**src/rtl/hcb_pkg.sv**
```systemverilog
// hcb_pkg: shared types and constants for the huffman code builder
// no dependencies; used by every module of the block
package hcb_pkg;

  // fixed widths of the port fields
  localparam int unsigned IN_WEIGHT_BITS = 16;
  localparam int unsigned OUT_SYM_BITS   = 4;
  localparam int unsigned OUT_LEN_BITS   = 4;
  localparam int unsigned OUT_CODE_BITS  = 15;

  // depth of the queue between front and engine
  localparam int unsigned QUEUE_DEPTH = 2;

  // queue status seen by producer and consumer
  typedef struct packed {
    logic empty;
    logic full;
  } q_stat_t;

  // engine sequencer states
  typedef enum logic [3:0] {
    ST_IDLE,
    ST_PU_CHK,
    ST_PU_CMP,
    ST_BLD_CHK,
    ST_POP_RD,
    ST_POP_ROOT,
    ST_POP_LAST,
    ST_SD_L,
    ST_SD_LW,
    ST_SD_RW,
    ST_SD_DEC,
    ST_LINK0,
    ST_LINK1,
    ST_WK_CHK,
    ST_WK_STEP,
    ST_EMIT
  } hcb_state_e;

endpackage

```
**src/rtl/hcb_front.sv**
```systemverilog
// hcb_front: takes input beats, trims weights and marks the beat that closes a set
// depends on hcb_pkg; feeds hcb_queue
module hcb_front #(
  parameter int unsigned SYMBOLS     = 16,
  parameter int unsigned WEIGHT_BITS = 16
) (
  input  logic                                 clk_i,
  input  logic                                 rst_ni,
  input  logic                                 start_i,
  input  logic [hcb_pkg::IN_WEIGHT_BITS-1:0]   weight_i,
  input  logic                                 last_weight_i,
  input  hcb_pkg::q_stat_t                     q_stat_i,
  input  logic                                 done_i,
  output logic                                 busy_o,
  output logic                                 push_o,
  output logic [WEIGHT_BITS:0]                 push_data_o
);

  localparam int unsigned CW = $clog2(SYMBOLS + 1);

  logic [CW-1:0] cnt_q, cnt_d;
  logic          closed_q, closed_d;
  logic          close_beat;
  logic [31:0]   w_ext;

  // accept while no set is waiting to be built and the queue has room
  assign busy_o = closed_q | q_stat_i.full;
  assign push_o = start_i & ~busy_o;

  // weight cut to the configured width
  assign w_ext       = 32'(weight_i);
  assign close_beat  = last_weight_i | (cnt_q == CW'(SYMBOLS - 1));
  assign push_data_o = {close_beat, w_ext[WEIGHT_BITS-1:0]};

  // symbol count and closed flag
  always_comb begin
    cnt_d    = cnt_q;
    closed_d = closed_q;
    if (done_i) begin
      closed_d = 1'b0;
    end
    if (push_o) begin
      if (close_beat) begin
        cnt_d    = '0;
        closed_d = 1'b1;
      end else begin
        cnt_d = cnt_q + CW'(1);
      end
    end
  end

  always_ff @(posedge clk_i or negedge rst_ni) begin
    if (!rst_ni) begin
      cnt_q    <= '0;
      closed_q <= 1'b0;
    end else begin
      cnt_q    <= cnt_d;
      closed_q <= closed_d;
    end
  end

endmodule

```
**src/rtl/hcb_queue.sv**
```systemverilog
// hcb_queue: short fifo between the front and the engine
// depends on hcb_pkg
module hcb_queue #(
  parameter int unsigned DW = 17
) (
  input  logic             clk_i,
  input  logic             rst_ni,
  input  logic             push_i,
  input  logic [DW-1:0]    push_data_i,
  input  logic             pop_i,
  output logic [DW-1:0]    pop_data_o,
  output hcb_pkg::q_stat_t stat_o
);

  localparam int unsigned PW = $clog2(hcb_pkg::QUEUE_DEPTH);
  localparam int unsigned FW = $clog2(hcb_pkg::QUEUE_DEPTH + 1);

  logic [DW-1:0] slot_q [hcb_pkg::QUEUE_DEPTH];
  logic [PW-1:0] wr_q, rd_q;
  logic [FW-1:0] fill_q;

  assign stat_o.empty = (fill_q == '0);
  assign stat_o.full  = (fill_q == FW'(hcb_pkg::QUEUE_DEPTH));
  assign pop_data_o   = slot_q[rd_q];

  // payload slots
  always_ff @(posedge clk_i) begin
    if (push_i) begin
      slot_q[wr_q] <= push_data_i;
    end
  end

  // pointers and fill level
  always_ff @(posedge clk_i or negedge rst_ni) begin
    if (!rst_ni) begin
      wr_q   <= '0;
      rd_q   <= '0;
      fill_q <= '0;
    end else begin
      if (push_i) begin
        wr_q <= wr_q + PW'(1);
      end
      if (pop_i) begin
        rd_q <= rd_q + PW'(1);
      end
      if (push_i && !pop_i) begin
        fill_q <= fill_q + FW'(1);
      end else if (pop_i && !push_i) begin
        fill_q <= fill_q - FW'(1);
      end
    end
  end

endmodule

```
**src/rtl/hcb_engine.sv**
```systemverilog
// hcb_engine: heap insert, merge loop and code walk over two small memories
// depends on hcb_pkg; drains hcb_queue
module hcb_engine #(
  parameter int unsigned SYMBOLS     = 16,
  parameter int unsigned WEIGHT_BITS = 16
) (
  input  logic                                clk_i,
  input  logic                                rst_ni,
  input  hcb_pkg::q_stat_t                    q_stat_i,
  input  logic [WEIGHT_BITS:0]                q_data_i,
  output logic                                q_pop_o,
  output logic                                done_o,
  output logic                                valid_o,
  output logic [hcb_pkg::OUT_SYM_BITS-1:0]    symbol_o,
  output logic [hcb_pkg::OUT_LEN_BITS-1:0]    code_length_o,
  output logic [hcb_pkg::OUT_CODE_BITS-1:0]   code_bits_o,
  output logic                                last_code_o
);

  localparam int unsigned CW    = $clog2(SYMBOLS + 1);
  localparam int unsigned HAW   = $clog2(SYMBOLS);
  localparam int unsigned NB    = $clog2(2 * SYMBOLS);
  localparam int unsigned SW    = WEIGHT_BITS + $clog2(SYMBOLS);
  localparam int unsigned EW    = SW + NB;
  localparam int unsigned LW    = $clog2(SYMBOLS + 1);
  localparam int unsigned NODES = 2 * SYMBOLS;
  localparam int unsigned CB    = hcb_pkg::OUT_CODE_BITS;

  hcb_pkg::hcb_state_e state_q, state_d;

  // heap and link memories
  logic [EW-1:0] hmem [SYMBOLS];
  logic [NB:0]   lmem [NODES];

  logic          h_we;
  logic [HAW-1:0] h_wa, h_ra;
  logic [EW-1:0] h_wd, rd_q;
  logic          l_we;
  logic [NB-1:0] l_wa, l_ra;
  logic [NB:0]   l_wd, lrd_q;

  logic [CW-1:0]  cnt_q, cnt_d, n_q, n_d, s_q, s_d;
  logic [NB-1:0]  next_q, next_d, cur_q, cur_d, node_q, node_d;
  logic [SW-1:0]  w_q, w_d;
  logic [HAW-1:0] i_q, i_d, bidx_q, bidx_d;
  logic [EW-1:0]  best_q, best_d, a_q, a_d, b_q, b_d;
  logic           bx_q, bx_d, close_q, close_d, bld_q, bld_d, sec_q, sec_d;
  logic [LW-1:0]  len_q, len_d;
  logic [CB-1:0]  code_q, code_d;

  logic [31:0]    l_ext, r_ext, c_ext, s_ext, len_ext;
  logic [HAW-1:0] par;
  logic [EW-1:0]  x_ent;
  logic [NB:0]    root;
  logic           l_ok, r_ok, at_root, last_sym;

  // heap index arithmetic
  assign l_ext   = 32'({i_q, 1'b1});
  assign r_ext   = l_ext + 32'd1;
  assign c_ext   = 32'(cnt_q);
  assign l_ok    = l_ext < c_ext;
  assign r_ok    = r_ext < c_ext;
  assign par     = (i_q - HAW'(1)) >> 1;
  assign x_ent   = {w_q, node_q};
  assign root    = (NB + 1)'({n_q, 1'b0}) - (NB + 1)'(2);
  assign at_root = ({1'b0, cur_q} == root) || (len_q == LW'(SYMBOLS));
  assign last_sym = ((s_q + CW'(1)) == n_q);

  // next state
  always_comb begin
    state_d = state_q;
    case (state_q)
      hcb_pkg::ST_IDLE:     if (!q_stat_i.empty) state_d = hcb_pkg::ST_PU_CHK;
      hcb_pkg::ST_PU_CHK: begin
        if (i_q == '0) begin
          state_d = (close_q || bld_q) ? hcb_pkg::ST_BLD_CHK : hcb_pkg::ST_IDLE;
        end else begin
          state_d = hcb_pkg::ST_PU_CMP;
        end
      end
      hcb_pkg::ST_PU_CMP: begin
        if (rd_q[EW-1:NB] > w_q) begin
          state_d = hcb_pkg::ST_PU_CHK;
        end else begin
          state_d = (close_q || bld_q) ? hcb_pkg::ST_BLD_CHK : hcb_pkg::ST_IDLE;
        end
      end
      hcb_pkg::ST_BLD_CHK:  state_d = (cnt_q > CW'(1)) ? hcb_pkg::ST_POP_RD
                                                      : hcb_pkg::ST_WK_CHK;
      hcb_pkg::ST_POP_RD:   state_d = hcb_pkg::ST_POP_ROOT;
      hcb_pkg::ST_POP_ROOT: state_d = hcb_pkg::ST_POP_LAST;
      hcb_pkg::ST_POP_LAST: state_d = hcb_pkg::ST_SD_L;
      hcb_pkg::ST_SD_L: begin
        if (l_ok) begin
          state_d = hcb_pkg::ST_SD_LW;
        end else begin
          state_d = sec_q ? hcb_pkg::ST_LINK0 : hcb_pkg::ST_POP_RD;
        end
      end
      hcb_pkg::ST_SD_LW:    state_d = r_ok ? hcb_pkg::ST_SD_RW : hcb_pkg::ST_SD_DEC;
      hcb_pkg::ST_SD_RW:    state_d = hcb_pkg::ST_SD_DEC;
      hcb_pkg::ST_SD_DEC: begin
        if (bx_q) begin
          state_d = sec_q ? hcb_pkg::ST_LINK0 : hcb_pkg::ST_POP_RD;
        end else begin
          state_d = hcb_pkg::ST_SD_L;
        end
      end
      hcb_pkg::ST_LINK0:    state_d = hcb_pkg::ST_LINK1;
      hcb_pkg::ST_LINK1:    state_d = hcb_pkg::ST_PU_CHK;
      hcb_pkg::ST_WK_CHK: begin
        if (n_q == CW'(1) || at_root) begin
          state_d = hcb_pkg::ST_EMIT;
        end else begin
          state_d = hcb_pkg::ST_WK_STEP;
        end
      end
      hcb_pkg::ST_WK_STEP:  state_d = hcb_pkg::ST_WK_CHK;
      hcb_pkg::ST_EMIT:     state_d = last_sym ? hcb_pkg::ST_IDLE : hcb_pkg::ST_WK_CHK;
      default:              state_d = hcb_pkg::ST_IDLE;
    endcase
  end

  // datapath and memory controls
  always_comb begin
    cnt_d = cnt_q;   n_d = n_q;       s_d = s_q;
    next_d = next_q; cur_d = cur_q;   node_d = node_q;
    w_d = w_q;       i_d = i_q;       bidx_d = bidx_q;
    best_d = best_q; a_d = a_q;       b_d = b_q;
    bx_d = bx_q;     close_d = close_q; bld_d = bld_q; sec_d = sec_q;
    len_d = len_q;   code_d = code_q;
    h_we = 1'b0; h_wa = i_q; h_wd = x_ent; h_ra = '0;
    l_we = 1'b0; l_wa = a_q[NB-1:0]; l_wd = {next_q, 1'b0}; l_ra = cur_q;
    q_pop_o = 1'b0;
    done_o  = 1'b0;
    case (state_q)
      // take one weight from the queue and start its insert
      hcb_pkg::ST_IDLE: begin
        if (!q_stat_i.empty) begin
          q_pop_o = 1'b1;
          w_d     = SW'(q_data_i[WEIGHT_BITS-1:0]);
          node_d  = NB'(n_q);
          n_d     = n_q + CW'(1);
          i_d     = HAW'(cnt_q);
          cnt_d   = cnt_q + CW'(1);
          close_d = q_data_i[WEIGHT_BITS];
        end
      end
      // sift up: settle at root, or fetch parent and move it down or settle
      hcb_pkg::ST_PU_CHK: begin
        if (i_q == '0) begin
          h_we = 1'b1;
        end else begin
          h_ra = par;
        end
      end
      hcb_pkg::ST_PU_CMP: begin
        h_we = 1'b1;
        if (rd_q[EW-1:NB] > w_q) begin
          h_wd = rd_q;
          i_d  = par;
        end
      end
      // start merge loop or the code walk
      hcb_pkg::ST_BLD_CHK: begin
        bld_d = 1'b1;
        sec_d = 1'b0;
        // first parent index follows the leaves
        if (!bld_q) begin
          next_d = NB'(n_q);
        end
        if (cnt_q == '0 || cnt_q == CW'(1)) begin
          s_d    = '0;
          cur_d  = '0;
          len_d  = '0;
          code_d = '0;
        end
      end
      // pop: read root, then last entry
      hcb_pkg::ST_POP_RD: h_ra = '0;
      hcb_pkg::ST_POP_ROOT: begin
        if (sec_q) begin
          b_d = rd_q;
        end else begin
          a_d = rd_q;
        end
        cnt_d = cnt_q - CW'(1);
        h_ra  = HAW'(cnt_q - CW'(1));
      end
      hcb_pkg::ST_POP_LAST: begin
        w_d    = rd_q[EW-1:NB];
        node_d = rd_q[NB-1:0];
        i_d    = '0;
      end
      // sift down: left child, right child, then move
      hcb_pkg::ST_SD_L: begin
        if (l_ok) begin
          h_ra = l_ext[HAW-1:0];
        end else begin
          h_we  = 1'b1;
          sec_d = 1'b1;
        end
      end
      hcb_pkg::ST_SD_LW: begin
        if (rd_q[EW-1:NB] < w_q) begin
          best_d = rd_q;
          bidx_d = l_ext[HAW-1:0];
          bx_d   = 1'b0;
        end else begin
          best_d = x_ent;
          bx_d   = 1'b1;
        end
        if (r_ok) begin
          h_ra = r_ext[HAW-1:0];
        end
      end
      hcb_pkg::ST_SD_RW: begin
        if (rd_q[EW-1:NB] < best_q[EW-1:NB]) begin
          best_d = rd_q;
          bidx_d = r_ext[HAW-1:0];
          bx_d   = 1'b0;
        end
      end
      hcb_pkg::ST_SD_DEC: begin
        h_we = 1'b1;
        if (bx_q) begin
          sec_d = 1'b1;
        end else begin
          h_wd = best_q;
          i_d  = bidx_q;
        end
      end
      // link both children to the new parent, then insert it
      hcb_pkg::ST_LINK0: l_we = 1'b1;
      hcb_pkg::ST_LINK1: begin
        l_we   = 1'b1;
        l_wa   = b_q[NB-1:0];
        l_wd   = {next_q, 1'b1};
        w_d    = a_q[EW-1:NB] + b_q[EW-1:NB];
        node_d = next_q;
        next_d = next_q + NB'(1);
        i_d    = HAW'(cnt_q);
        cnt_d  = cnt_q + CW'(1);
        sec_d  = 1'b0;
      end
      // code walk, one link per step
      hcb_pkg::ST_WK_CHK: begin
        if (n_q == CW'(1)) begin
          len_d = LW'(1);
        end
      end
      hcb_pkg::ST_WK_STEP: begin
        code_d = code_q | (CB'(lrd_q[0]) << len_q);
        len_d  = len_q + LW'(1);
        cur_d  = lrd_q[NB:1];
      end
      hcb_pkg::ST_EMIT: begin
        if (last_sym) begin
          done_o  = 1'b1;
          cnt_d   = '0;
          n_d     = '0;
          close_d = 1'b0;
          bld_d   = 1'b0;
        end else begin
          s_d    = s_q + CW'(1);
          cur_d  = NB'(s_q + CW'(1));
          len_d  = '0;
          code_d = '0;
        end
      end
      default: ;
    endcase
  end

  // result beat
  assign s_ext         = 32'(s_q);
  assign len_ext       = 32'(len_q);
  assign valid_o       = (state_q == hcb_pkg::ST_EMIT);
  assign symbol_o      = s_ext[hcb_pkg::OUT_SYM_BITS-1:0];
  assign code_length_o = len_ext[hcb_pkg::OUT_LEN_BITS-1:0];
  assign code_bits_o   = code_q;
  assign last_code_o   = last_sym;

  // memories
  always_ff @(posedge clk_i) begin
    if (h_we) begin
      hmem[h_wa] <= h_wd;
    end
    rd_q <= hmem[h_ra];
    if (l_we) begin
      lmem[l_wa] <= l_wd;
    end
    lrd_q <= lmem[l_ra];
  end

  // payload registers
  always_ff @(posedge clk_i) begin
    s_q <= s_d;       next_q <= next_d; cur_q <= cur_d;   node_q <= node_d;
    w_q <= w_d;       i_q <= i_d;       bidx_q <= bidx_d; best_q <= best_d;
    a_q <= a_d;       b_q <= b_d;       bx_q <= bx_d;     sec_q <= sec_d;
    len_q <= len_d;   code_q <= code_d;
  end

  // control registers
  always_ff @(posedge clk_i or negedge rst_ni) begin
    if (!rst_ni) begin
      state_q <= hcb_pkg::ST_IDLE;
      cnt_q   <= '0;
      n_q     <= '0;
      close_q <= 1'b0;
      bld_q   <= 1'b0;
    end else begin
      state_q <= state_d;
      cnt_q   <= cnt_d;
      n_q     <= n_d;
      close_q <= close_d;
      bld_q   <= bld_d;
    end
  end

endmodule

```
**src/rtl/huffman_code_builder.sv**
```systemverilog
// huffman_code_builder: top level, front, queue and heap engine
// depends on hcb_pkg, hcb_front, hcb_queue, hcb_engine
//
// usage: drive weight_i/last_weight_i with start_i; a beat is taken at an edge
// where start_i is high and busy_o is low. last_weight_i, or the SYMBOLS-th
// weight, closes the set. busy_o stays high from the closing beat until the
// last code of that set has left, and also while the two-entry queue is full.
// each weight is inserted into the heap memory by a sift-up that reads the parent
// and then compares it at every level (single read port, registered data). the
// merge loop then takes n-1 merges, each two pops (read root, read last entry,
// sift down) and one insert; the walk reads one parent link per check and step
// pair of states up to the root for each code. results leave one beat per
// symbol in index order, each on valid_o for one cycle; the receiver cannot
// stall them. reset clears all control state and empties the block; heap and
// link memories need no clearing.
module huffman_code_builder #(
  parameter int unsigned SYMBOLS     = 16,
  parameter int unsigned WEIGHT_BITS = 16
) (
  input  logic                                clk_i,
  input  logic                                rst_ni,
  input  logic                                start_i,
  input  logic [hcb_pkg::IN_WEIGHT_BITS-1:0]  weight_i,
  input  logic                                last_weight_i,
  output logic                                busy_o,
  output logic                                valid_o,
  output logic [hcb_pkg::OUT_SYM_BITS-1:0]    symbol_o,
  output logic [hcb_pkg::OUT_LEN_BITS-1:0]    code_length_o,
  output logic [hcb_pkg::OUT_CODE_BITS-1:0]   code_bits_o,
  output logic                                last_code_o
);

  hcb_pkg::q_stat_t     q_stat;
  logic                 q_push, q_pop, done;
  logic [WEIGHT_BITS:0] q_wdata, q_rdata;

  // input side
  hcb_front #(
    .SYMBOLS     (SYMBOLS),
    .WEIGHT_BITS (WEIGHT_BITS)
  ) u_front (
    .clk_i         (clk_i),
    .rst_ni        (rst_ni),
    .start_i       (start_i),
    .weight_i      (weight_i),
    .last_weight_i (last_weight_i),
    .q_stat_i      (q_stat),
    .done_i        (done),
    .busy_o        (busy_o),
    .push_o        (q_push),
    .push_data_o   (q_wdata)
  );

  // decoupling queue
  hcb_queue #(
    .DW (WEIGHT_BITS + 1)
  ) u_queue (
    .clk_i       (clk_i),
    .rst_ni      (rst_ni),
    .push_i      (q_push),
    .push_data_i (q_wdata),
    .pop_i       (q_pop),
    .pop_data_o  (q_rdata),
    .stat_o      (q_stat)
  );

  // heap build and code walk
  hcb_engine #(
    .SYMBOLS     (SYMBOLS),
    .WEIGHT_BITS (WEIGHT_BITS)
  ) u_engine (
    .clk_i         (clk_i),
    .rst_ni        (rst_ni),
    .q_stat_i      (q_stat),
    .q_data_i      (q_rdata),
    .q_pop_o       (q_pop),
    .done_o        (done),
    .valid_o       (valid_o),
    .symbol_o      (symbol_o),
    .code_length_o (code_length_o),
    .code_bits_o   (code_bits_o),
    .last_code_o   (last_code_o)
  );

endmodule
```
**config.mk**
```make
export PLATFORM = sky130hd
export DESIGN_NAME = huffman_code_builder
export DESIGN_NICKNAME = d
export VERILOG_FILES = /design/src/rtl/hcb_pkg.sv /design/src/rtl/hcb_front.sv /design/src/rtl/hcb_queue.sv /design/src/rtl/hcb_engine.sv /design/src/rtl/huffman_code_builder.sv
export SDC_FILE = /design/constraint.sdc
export NUM_CORES = 1
export LEC_CHECK = 0
export ABC_AREA = 1
export BUFFER_PORTS_ARGS = -buffer_cell sky130_fd_sc_hd__buf_4
export CORE_AREA = 4 4 281 283
export DETAILED_ROUTE_END_ITERATION = 12
export DIE_AREA = 0 0 285 287
export PLACE_DENSITY_LB_ADDON = 0.3
export SYNTH_ARGS = -nofsm -noshare
export SYNTH_HDL_FRONTEND = slang
export SYNTH_HIERARCHICAL = 1
export SYNTH_SLANG_ARGS = --single-unit
export TNS_END_PERCENT = 30
```
**constraint.sdc**
```tcl
create_clock -name clk_i -period 3.6 [get_ports clk_i]
set_input_delay 0.54 -clock clk_i [delete_from_list [all_inputs] [get_ports clk_i]]
set_output_delay 0.54 -clock clk_i [all_outputs]
set_load 0.1 [all_outputs]
```
## Word level (Yosys, flattened, before mapping)

Memory sizes are Yosys's and may differ from the RTL's. A register that Yosys moved wholly into a read port is not among the register bits.
Index checks and enable logic that the tools add are counted.

| word-level totals | value |
|---|---|
| input port bits | 20 |
| bits in registers | 171 |
| RAM bits | 626 |
| memories | 3 |
| word-level logic and storage cells | 211 |

| cells by class | value |
|---|---|
| equality and inequality tests | 34 |
| multiplexer cells | 82 |
| reductions and logical operators | 40 |
| bitwise gates (word level) | 6 |
| magnitude comparators | 6 |
| shifts and indexed selects | 1 |
| add/sub/neg operators | 15 |

Memories:

| memory | words | width | rd ports | clocked after Yosys merged registers in | write ports | RTL line | RTL |
|---|---|---|---|---|---|---|---|
| u_engine.hmem | 16 | 25 | 1 | 1 | 1 | hcb_engine.sv:32 | `logic [EW-1:0] hmem [SYMBOLS];` |
| u_engine.lmem | 32 | 6 | 1 | 1 | 1 | hcb_engine.sv:33 | `logic [NB:0] lmem [NODES];` |
| u_queue.slot_q | 2 | 17 | 1 | 0 | 1 | hcb_queue.sv:18 | `logic [DW-1:0] slot_q [hcb_pkg::QUEUE_DEPTH];` |

Operators with widths:

| cell | number |
|---|---|
| two-way mux 25 bit | 4 |
| one-hot mux 25 bit (2 select lines) | 2 |
| one-hot mux 4 bit (16 select lines) | 1 |
| two-way mux 4 bit | 15 |
| one-hot mux 20 bit (3 select lines) | 1 |
| two-way mux 5 bit | 11 |
| one-hot mux 15 bit (3 select lines) | 1 |
| < comparator 20 bit | 2 |
| one-hot mux 5 bit (4 select lines) | 2 |
| equality test 4 bit, second input constant | 8 |
| < comparator 32 x 5 -> 1 bit | 1 |
| adder 5 x 1 -> 5 bit, second input constant | 6 |
| two-way mux 15 bit | 2 |
| one-hot mux 5 bit (2 select lines) | 3 |
| one-hot mux 5 bit (3 select lines) | 2 |
| two-way mux 1 bit | 24 |
| adder 20 bit | 1 |
| greater-than comparator 20 bit | 1 |
| two-way mux 20 bit | 1 |
| one-hot mux 4 bit (5 select lines) | 1 |
| AND reduction 3 bit | 6 |
| equality test 4 x 3 -> 1 bit, second input constant | 4 |
| one-hot mux 4 bit (4 select lines) | 1 |
| bitwise OR 15 bit | 1 |
| 41 further kinds | 83 |

## Longest topological paths before layout

| depth | value |
|---|---|
| word-level depth | 8 |
| mapped depth | 18 |

## By module

The synthesis kept the hierarchy.

Modules (own cells, without submodules):

| module | cells an instance | area each (um^2) | instances |
|---|---|---|---|
| hcb_engine | 3,710 | 36,842.8 | 1 |
| hcb_queue | 78 | 1,483.9 | 1 |
| hcb_front | 55 | 466.7 | 1 |

## Worst setup path before layout

Ideal clock, no wire load.

| timing path | value |
|---|---|
| path type | reg-to-reg |
| from | reg u_engine.state_q[2] |
| to | reg u_engine.code_q[0] (netlist: u_engine/code_bits_o[0]) (enable) |
| data arrival time | 3.161 ns |
| path slack | 0.043 ns |
| stages on the path, launching flop included | 5 |
| required time | 3.203 ns |
| path buffers | 0 |
| cell sequence | dfrtp_1 > nand2_1 > nor2_1 > nor3_1 > nor2_1 |

| on the way | value |
|---|---|
| cells in the longest elaborated chain, start to end | 3 |

RTL lines:

| element | RTL line | RTL |
|---|---|---|
| start: declaration | hcb_engine.sv:29 | `hcb_pkg::hcb_state_e state_q, state_d;` |
| start signal: assignment | hcb_engine.sv:307 | `state_q <= hcb_pkg::ST_IDLE;` |
| start signal: assignment | hcb_engine.sv:313 | `state_q <= state_d;` |
| equality test 4 bit (*) | n/a |  |
| net valid_o | huffman_code_builder.sv:26 | `output logic valid_o,` |
| != test 2 bit (no source line) or nonzero test 3 bit (tied branches) | n/a |  |
| AND reduction 3 bit (no source line) (*) | n/a |  |
| end signal: assignment | hcb_engine.sv:301 | `len_q <= len_d; code_q <= code_d;` |
| end: declaration | hcb_engine.sv:49 | `logic [CB-1:0] code_q, code_d;` |

Mark *: on every way through the listed nets, which the timed path passes. The rest lies on a longest branch.
A chain may end at the register's enable or synchronous reset.

## Final worst setup path

| timing path | value |
|---|---|
| from | reg u_engine.i_q[0] (netlist: u_engine/h_wa[0]) |
| to | reg u_engine.rd_q[23], read port of u_engine.hmem |

| on the way | value |
|---|---|
| cells in the longest elaborated chain, start to end | 4 |

RTL lines:

| element | RTL line | RTL |
|---|---|---|
| start: declaration | hcb_engine.sv:45 | `logic [HAW-1:0] i_q, i_d, bidx_q, bidx_d;` |
| start signal: assignment | hcb_engine.sv:299 | `w_q <= w_d; i_q <= i_d; bidx_q <= bidx_d; best_q <= best_d;` |
| adder 5 x 1 -> 6 bit | hcb_engine.sv:59 | `assign r_ext = l_ext + 32'd1;` |
| < comparator 32 x 5 -> 1 bit | hcb_engine.sv:62 | `assign r_ok = r_ext < c_ext;` |
| two-way mux 4 bit | hcb_engine.sv:213 | `if (r_ok) begin` |
| one-hot mux 4 bit (4 select lines) (*) | hcb_engine.sv:136 | `case (state_q)` |
| end: declaration | hcb_engine.sv:37 | `logic [EW-1:0] h_wd, rd_q;` |

Mark *: on every way between the ends. The rest lies on a longest branch, timed or not.

==> metrics.md <==
| Metric | Value |
|---|---|
| Status | `complete, no violations` |
| Design Power | `around 40 mW` |
| CTS tree | `yes` |
| Boundary pin count | `46` |
| WL/cell | `19.66 µm` |
| Comb pwr share | `approximately two fifths` |
| Synth warn | `6` |
| Number of global-route vias before repair | `between 20000 and 30000` |
| Area Overhead vs Synth | `12.27%` |
| Fmax | `between 0.3 and 0.4 GHz` |
| Root buf cell | `clkbuf_16` |
| Commonest non-fill, non-tap cell in the layout | `nand2_1` |
| FP Rows | `~100` |
| Mapped cell area | `a little under 40000 µm²` |
| Core Util, Final | `between 50% and 60%` |
| Int Power | `about 23 mW` |
| CTS buffer count | `85` |
| Die height | `287 µm` |
| Maximum VDD drop | `approximately 0.00077 V` |
| Longest Clk Path Bufs | `3` |
| Worst path arrival time | `~3700 ps` |
| EDFF count, synth | `between 700 and 800` |
| Die width | `285 µm` |
| Final HPWL DP | `between 50 and 60 mm` |
| Hold Vio Cnt, Final | `0` |
| Most frequent cells in the layout | `nand2_1 (1068), edfxtp_1 (771), inv_1 (388)` |
| Top FF cell, synth | `edfxtp_1` |
| TritonRoute pass-1 iters | `5` |
| Largest net degree at the start of global routing | `~200` |
| Clock Sinks | `~830` |
| Initial Util | `between 50% and 60%` |
| ANT cells | `0` |
| Final wirelength | `98.32 mm` |
| H-tree depth | `3` |
| RSZ-0062 raised after global routing | `false` |
| Syn nets | `around 4000` |
| Setup TNS | `0 ps` |
| Flop pwr share | `36.7%` |
| Vias | `27640` |
| Initial antenna violation count | `0` |
| Core ar. | `76700 µm²` |
| Max Slew Vio Count | `0` |
| Cells after Synth | `3843` |
| Clock skew | `21.77 ps` |
| First-pass GRT wire length | `around 150 mm` |
| Max Cap Viol | `0` |
| Period utilisation layout | `around nine tenths` |
| Post_cts resized | `0` |
| Layout cells sized above 1 | `a little under a tenth` |
| Min Clock Period, post-route | `3172 ps` |
| Setup CP Type | `reg2reg` |
| Post-synthesis register bit count | `around 830` |
| Synth top area share | `59.68%` |
| Final global-route overflow total | `0` |
| Post-route ant nets | `0` |
| Pwr/cell area | `~900 nW/µm²` |
| Async SR Flop Fraction | `about 3.1%` |
| Gpl congestion | `0.9175` |
| Main area contributors after synthesis | `edfxtp_1 (60%), nand2_1 (10%), nand3_1 (4.9%)` |
| # port buffers | `45` |
| Psw | `between 15 and 20 mW` |
| Critical path required time | `4130 ps` |
| Crit-path max FO | `100` |
| Hold-fix buffers, CTS | `1` |
| Post-synth cell types | `47` |
| CP Capture Type | `flop` |
| Max_slew headroom | `between 20% and 30%` |
| Seq/Total Area, Yosys | `between 60% and 70%` |
| Total track usage | `around a quarter` |
| Biggest area consumer among synthesized cells | `edfxtp_1` |
| Fillers | `6390` |
| DRC | `0` |
| Synth Area per Inst | `10.09 µm²` |
| Clock slew at reported path FFs | `60 ps` |
| Post-CTS setup buffers | `0` |
| Die area | `about 82000 µm²` |
| Sw Share | `between 40% and 50%` |
| Iteration-0 DRC Markers | `around 2800` |
| Worst hold slack | `approximately 100 ps` |
| Worst-Margin Slew | `1179 ps` |
| # setup viols final | `0` |
| Nets@finish | `3997` |
| CP startpoint kind | `flop` |
| HP Class | `in2reg` |
| Vias per cell | `approximately 5.5` |
| Clk Latency, worst-skew pair | `about 640 ps` |
| Power share of the clock group | `between 20% and 30%` |
| Leakage | `17.71 nW` |
sequential cells by signal, summed over array words and instances, names as in the netlist, 6 cells and up:
signal and cells:
u_engine/best_q 25, u_queue/slot_q 34, u_engine/lrd_q 6, u_engine/hmem 400, u_engine/code_bits_o 15, u_engine/w_q 20
u_engine/lmem 192, u_engine/a_q 25, u_engine/rd_q 25, u_engine/b_q 25
through the flow:
stage	instance area (µm²)	setup WS, ps	cells
2_1_floorplan	38790	42.62	3843
3_3_place_gp	40710	453.9	4843
3_5_place_dp	40710	428.2	4843
4_1_cts	43550	414.1	5001
5_1_grt	43550	183.0	5001
6_report	43550	428.4	5001
metal layers:
layer	track usage, %	wire length [µm]	vias to the layer above
li1	-	-	13070
met1	32.04	40300	13270
met2	40.24	47560	1104
met3	3.347	7347	199
met4	7.724	3105	0
met5	0	0	-
logic make-up (layout without fill, tap and decap cells):
kind of cell    Yosys count  in the layout  synth area share, %
compound gates          400            400                5.851
xor+xnor                 31             31               0.6999
fa+ha+maj                86             86                2.793
buf+inv                 608            726                6.534
flops                   828            828                62.96
mux                      18             18               0.6064
simple gates           1872           1872                20.56
cell type report:
type	count	area (µm²)	area share, %
Clock buffer	116	2366	5.432
Clock inverter	41	469.2	1.077
Inverter	400	1501	3.447
Multi-Input combinational cell	2407	12020	27.60
Sequential cell	828	24420	56.08
Tap cell	1040	1301	2.988
Timing Repair Buffer	169	1471	3.378
critical path, cell delays in order, from the launching register on:
cell,delay [ps]
edfxtp_1,510
inv_1,270
ha_1,350
ha_1,300
nand2_1,50
inv_1,50
nand3_1,130
nand4_1,170
nor2_1,100
nor2_4,120
buf_12,410
nand2_1,110
nand3_1,100
nand2_1,170
nand2_1,110
nand2_1,60
power by group through the flow:
| stage | sequential, mW | combinational (mW) | clock (mW) |
|---|---|---|---|
| after detailed placement | 14.6 | 15.7 | 0 |
| after CTS | 14.4 | 15.8 | 9.06 |
| after floorplan | 14.4 | 10.4 | 0 |
| after global routing | 14.5 | 17.7 | 9.48 |
| final | 14.4 | 15.9 | 8.90 |
| after global placement | 14.5 | 15.6 | 0 |
cells in the mapped netlist, types with 3 or more instances:
| cell | n |
|---|---|
| nor2_2 | 3 |
| a21oi_1 | 77 |
| nand3_2 | 3 |
| buf_1 | 22 |
| nand2_2 | 3 |
| o21ai_0 | 213 |
| a21o_1 | 5 |
| nor2_4 | 3 |
| nand3b_1 | 82 |
| nor3_1 | 10 |
| o221ai_1 | 42 |
| o21ai_1 | 13 |
| nand3_1 | 376 |
| inv_2 | 11 |
| clkbuf_1 | 75 |
| xor2_1 | 20 |
| nand4_1 | 16 |
| nor4_1 | 6 |
| mux2_4 | 9 |
| ha_1 | 85 |
| or2_2 | 8 |
| o21bai_1 | 4 |
| a31oi_1 | 8 |
| nand2_1 | 1069 |
| o22ai_1 | 16 |
| edfxtp_1 | 771 |
| buf_2 | 72 |
| nor2_1 | 290 |
| o211ai_1 | 14 |
| mux2_2 | 8 |
| dfrtp_1 | 26 |
| dfxtp_1 | 31 |
| inv_1 | 389 |
| xnor2_1 | 11 |
| buf_4 | 37 |
path summary, 6_finish.rpt:
path                                       start                    to  slack, ps  depth (start not counted)
worst min register to register  u_engine/close_q      u_engine/close_q        500                          2
worst min-delay path                 weight_i[7]  u_queue/slot_q[0][7]        100                          1
worst max register to register  u_engine/h_wa[0]     u_engine/rd_q[23]        430                         15
worst max-delay path            u_engine/h_wa[0]     u_engine/rd_q[23]        430                         15
max in group asynchronous                 rst_ni   u_engine/state_q[1]       2980                          2
min in group asynchronous                 rst_ni      u_front/cnt_q[0]        360                          2
(Power assumes the default switching activity.)
